==> src/design/qasf_pkg.sv <==
// Shared widths, gains and types of the quaternion attitude feedback core.
package qasf_pkg;

    // Field widths.
    localparam int DataW = 16;
    localparam int AxisN = 3;

    // Square root of a Q28 radicand gives a Q14 root of up to 2^14.
    localparam int SqrtRootW = 15;
    localparam int SqrtRadW  = 2 * SqrtRootW;

    // Q1.0 in Q28, the limit on the squared vector length.
    localparam logic [SqrtRadW-1:0] OneQ28 = SqrtRadW'(1) << 28;

    // Configuration register indexes.
    localparam int CfgAddrW = 2;
    localparam logic [CfgAddrW-1:0] CfgRefW = 2'd0;
    localparam logic [CfgAddrW-1:0] CfgRefX = 2'd1;
    localparam logic [CfgAddrW-1:0] CfgRefY = 2'd2;
    localparam logic [CfgAddrW-1:0] CfgRefZ = 2'd3;

    // Reset values of the reference quaternion.
    localparam logic signed [DataW-1:0] RefWReset = 16'sd16384;

    // Gains in Q.20, rounded to nearest.
    localparam int GainKW  = 25;
    localparam int GainFbW = 20;
    localparam logic signed [GainKW-1:0] GainK [AxisN] = '{
        25'sd10434149, 25'sd10489652, 25'sd14365393
    };
    localparam logic signed [GainFbW-1:0] GainRate [AxisN] = '{
        20'sd469829, 20'sd475848, 20'sd330840
    };
    // The z axis adds its speed term, so its gain enters with a minus sign.
    localparam logic signed [GainFbW-1:0] GainSpeed [AxisN] = '{
        20'sd23652, 20'sd22981, -20'sd8030
    };

    // Axis neighbors used by the quaternion cross terms.
    localparam logic [1:0] NextAx [AxisN] = '{2'd1, 2'd2, 2'd0};
    localparam logic [1:0] PrevAx [AxisN] = '{2'd2, 2'd0, 2'd1};

    // Arithmetic widths of the feedback path.
    localparam int ProdW = 2 * DataW;            // Q28 quaternion products
    localparam int FbProdW = DataW + GainFbW;    // rate and speed times gain
    localparam int CrossW = ProdW + 2;           // sum of four products
    localparam int FbSumW = FbProdW + 1;
    localparam int LoW = 17;                     // low slice of the cross sum
    localparam int HiW = CrossW - LoW;
    localparam int KHiW = GainKW + HiW;
    localparam int KLoW = GainKW + LoW + 1;
    localparam int AccW = 60;                    // Q48 accumulator
    localparam int RoundShift = 40;
    localparam int RoundW = AccW - RoundShift;

    // One estimated state sample.
    typedef struct packed {
        logic [AxisN-1:0][DataW-1:0] quat;
        logic [AxisN-1:0][DataW-1:0] rate;
        logic [AxisN-1:0][DataW-1:0] speed;
    } t_sample;

endpackage

==> src/design/qasf_sqrt.sv <==
// Pipelined integer square root, one root bit resolved in each stage.
module qasf_sqrt
    import qasf_pkg::*;
#(
    parameter int RootW = SqrtRootW
) (
    input  logic                   i_clk,
    input  logic [2*RootW-1:0]     i_rad,
    output logic [RootW-1:0]       o_root
);

    localparam int RadW = 2 * RootW;

    // Partial root and remainder (radicand minus root squared) per stage.
    logic [RadW-1:0]  r_rem  [RootW];
    logic [RootW-1:0] r_root [RootW];

    for (genvar s = 0; s < RootW; s++) begin : g_stage
        localparam int Bit = RootW - 1 - s;
        logic [RadW-1:0]  rem_in;
        logic [RootW-1:0] root_in;
        logic [RadW-1:0]  trial;
        logic [RadW-1:0]  n_rem;
        logic [RootW-1:0] n_root;

        if (s == 0) begin : g_first
            assign rem_in  = i_rad;
            assign root_in = '0;
        end else begin : g_next
            assign rem_in  = r_rem[s-1];
            assign root_in = r_root[s-1];
        end

        // Setting this bit grows the square by 2^(Bit+1)*root + 2^(2*Bit).
        always_comb begin
            trial  = (RadW'(root_in) << (Bit + 1)) + (RadW'(1) << (2 * Bit));
            n_rem  = rem_in;
            n_root = root_in;
            if (rem_in >= trial) begin
                n_rem  = rem_in - trial;
                n_root = root_in | (RootW'(1) << Bit);
            end
        end

        always_ff @(posedge i_clk) begin
            r_rem[s]  <= n_rem;
            r_root[s] <= n_root;
        end
    end

    assign o_root = r_root[RootW-1];

endmodule

==> config.mk <==
export PLATFORM = sky130hd
export DESIGN_NAME = qasf_sqrt
export DESIGN_NICKNAME = d
export VERILOG_FILES = /design/src/design/qasf_pkg.sv /design/src/design/qasf_sqrt.sv
export SDC_FILE = /design/constraint.sdc
export NUM_CORES = 1
export LEC_CHECK = 0
export ABC_AREA = 1
export BUFFER_PORTS_ARGS = -buffer_cell sky130_fd_sc_hd__buf_2
export CAP_MARGIN = 20
export CELL_PAD_IN_SITES_DETAIL_PLACEMENT = 1
export CELL_PAD_IN_SITES_GLOBAL_PLACEMENT = 2
export CORE_MARGIN = 2
export CORE_UTILIZATION = 37
export CTS_CLUSTER_DIAMETER = 80
export DETAILED_ROUTE_END_ITERATION = 7
export PLACE_DENSITY = 0.84
export SLEW_MARGIN = 5
export SYNTH_ARGS = -nofsm -noshare
export SYNTH_HDL_FRONTEND = slang
export SYNTH_SLANG_ARGS = --single-unit
==> constraint.sdc <==
create_clock -name i_clk -period 2 [get_ports i_clk]
set_input_delay 0.4 -clock i_clk [delete_from_list [all_inputs] [get_ports i_clk]]
set_output_delay 0.4 -clock i_clk [all_outputs]
set_load 0.02 [all_outputs]
==> run summary <==
Worst path max stage delay -> 0.33 ns
clk buf depth -> 3
slowest CP cell -> dfxtp_1
gr ovfl total -> 0
Syn Area/Cell -> 7.32 um^2
DRT Wirelength -> 79600 um
Initial Util -> 37.5%
CTS clock-pin slew for the worst setup and hold paths -> 0.07 ns
fmax -> 514 MHz
vias in the first global route -> 23500
IO Port Bufs -> 45
layout cells sized above 1 -> 19.6%
Die H -> 260 um
Yosys reg bits -> 540
GRT Overall Usage -> 23.2%
leading cell type in the layout, fill and taps excluded -> nand2_1
row count -> 93
Rel. slew slack -> 70.3%
largest area contributor in the netlist -> dfxtp_1
Core Area -> 64600 um^2
final net count -> 3855
post-synth top area share -> 44.6%
largest net degree at the start of global routing -> 25
most frequent cells in the layout -> nand2_1, inv_1, dfxtp_1
Max FO, Critical Path -> 8
final setup vio count -> 0
maximum vdd ir drop -> 902 uV
CTS tree -> built
Die W -> 260 um
final hold vios -> 0
htree depth -> 2
post-DP HPWL -> 62300 um
synth unique cells -> 44
RSZ-0062 raised after global routing -> true
Max-cap violations -> 0
Fillers -> 7980
Crit Path Class -> reg -> reg
CTS Sinks -> 540
number of synthesized flops with an enable pin -> 0
residual DRC count -> 0
synthesis warning total -> 0
initial antenna violation count -> 0
crit end category -> register
Syn Std Cell Area -> 24200 um^2
fraction of registers with async set/reset -> 0%
fin. max-slew vios -> 0
worst path cell trace -> inv_1 -> ha_4 -> nand2_1 -> nand2_1 -> a21oi_2 -> o21bai_1 -> buf_4 -> a21oi_4 -> nand2_8 -> buf_6 -> buf_4
final instance area -> 31200 um^2
total negative slack -> 0 ns
GP Congestion -> 0.889
first-pass GRT wire length -> 124000 um
Hold Path Class -> reg -> reg
top post-synthesis cells by area -> dfxtp_1, nand2_1, inv_1
post-synthesis sequential area ratio -> 44.6%
Die Area -> 67600 um^2
Tot Pwr -> 49.1 mW
Layout Skew -> 0.0657 ns
CTS buffer count -> 60
CP arrival -> 2.48 ns
fin crit share -> 97.3%
io pins -> 46
Post-Synthesis Cells -> 3313
Mapped Nets -> 3475
n_diodes -> 0
worst endpoint required time -> 2.54 ns
Synth Flop Type -> dfxtp_1
status -> finished, final reports clean
Worst setup SP type -> register
Area Overhead vs Synth -> 28.8%
per-cell routed wire length -> 17.3 um
via count -> 21900
clk root buf -> clkbuf_16
First-pass DRT Iterations -> 5
vias per cell -> 4.76
Post-DP Area -> 27100 um^2
clk_lat worst skew -> 0.67 ns
crit path time final -> 1.95 ns
Iteration-0 DRC Markers -> 972
Slew @ Worst Pin -> 0.441 ns
leak pwr -> 15.6 nW
Antenna Nets Post-Route -> 0
Pwr per Cell Area -> 1570 nW/um^2
## report_power, final
part	internal (mW)	switching, mW
clock	6.78	4.77
combinational	8.85	12.5
sequential	13.6	2.56
total	29.3	19.9
## stage by stage
step	util, %	std cells	hold WS [ns]	worst slack [ns]
after global placement	42.0	4420	0.331	-0.406
after detailed placement	42.0	4420	0.338	-0.431
after floorplan	-	3313	0.322	0.291
after global routing	48.3	4594	0.327	-0.0837
final	48.3	4594	0.312	0.0533
after CTS	46.3	4567	0.311	0.00452
## worst paths after layout
kind | startpoint | endpoint | slack [ns] | cells past startpoint
hold / removal | r_rem[1][37] | r_rem[1][67] | 0.31 | 0
setup / recovery | r_root[10][11] | r_root[11][3] | 0.05 | 11
hold reg to reg | r_rem[1][37] | r_rem[1][67] | 0.31 | 0
setup reg to reg | r_root[10][11] | r_root[11][3] | 0.05 | 11
## Yosys cell counts (32+ instances only)
cell type,count
a21oi_1,92
dfxtp_1,540
ha_1,131
inv_1,526
nand2_1,1034
nand3_1,191
nand4_1,52
nor2_1,339
o21ai_0,47
o21ai_1,32
xnor2_1,37
xor2_1,60
## worst max-delay path: cells and delay by family (launching register included)
family | cells | cell delay [ns]
adders and majority gates | 1 | 0.24
DFF | 1 | 0.33
and+or+nand+nor | 3 | 0.28
AOI/OAI and AO/OA | 3 | 0.47
buffers and inverters | 4 | 0.53
## cell families (layout without fill, tap and decap cells)
kind of cell,count (synthesis),count (layout),synth area share (%)
and+or+nand+nor,1761,1762,30.7
adders and majority gates,131,131,6.76
AOI/OAI and AO/OA,217,217,5.11
buffers and inverters,567,992,9.35
xor gates and xnor gates,97,97,3.50
DFF,540,540,44.6
## metal layers
layer | GRT usage, % | share of wire (%)
met5 | 0 | 0
met4 | 6.58 | 2.9
met1 | 28.4 | 44
met3 | 2.46 | 2.5
met2 | 42.6 | 50
## sequential cells by signal (all words and copies together), names as in the netlist
| signal | count |
|---|---|
| r_rem | 420 |
| r_root | 120 |
## final cells by class
type / instances / area [um^2] / share of cell area [%]
Clock buffer: 73 / 1600 / 5.13
Clock inverter: 35 / 480 / 1.54
Inverter: 543 / 2070 / 6.62
Multi-Input combinational cell: 2207 / 12400 / 39.8
Sequential cell: 540 / 10900 / 34.8
Tap cell: 855 / 1070 / 3.43
Timing Repair Buffer: 341 / 2730 / 8.74
## timing repair
action	4_1_cts	5_1_grt
pin swaps	9	49
hold buffers	31	0
endpoints found under the setup margin	125	190
gates cloned	1	2
setup buffers	7	25
hold endpoints to repair	31	0
resized for setup	51	229
(Power assumes the default switching activity.)
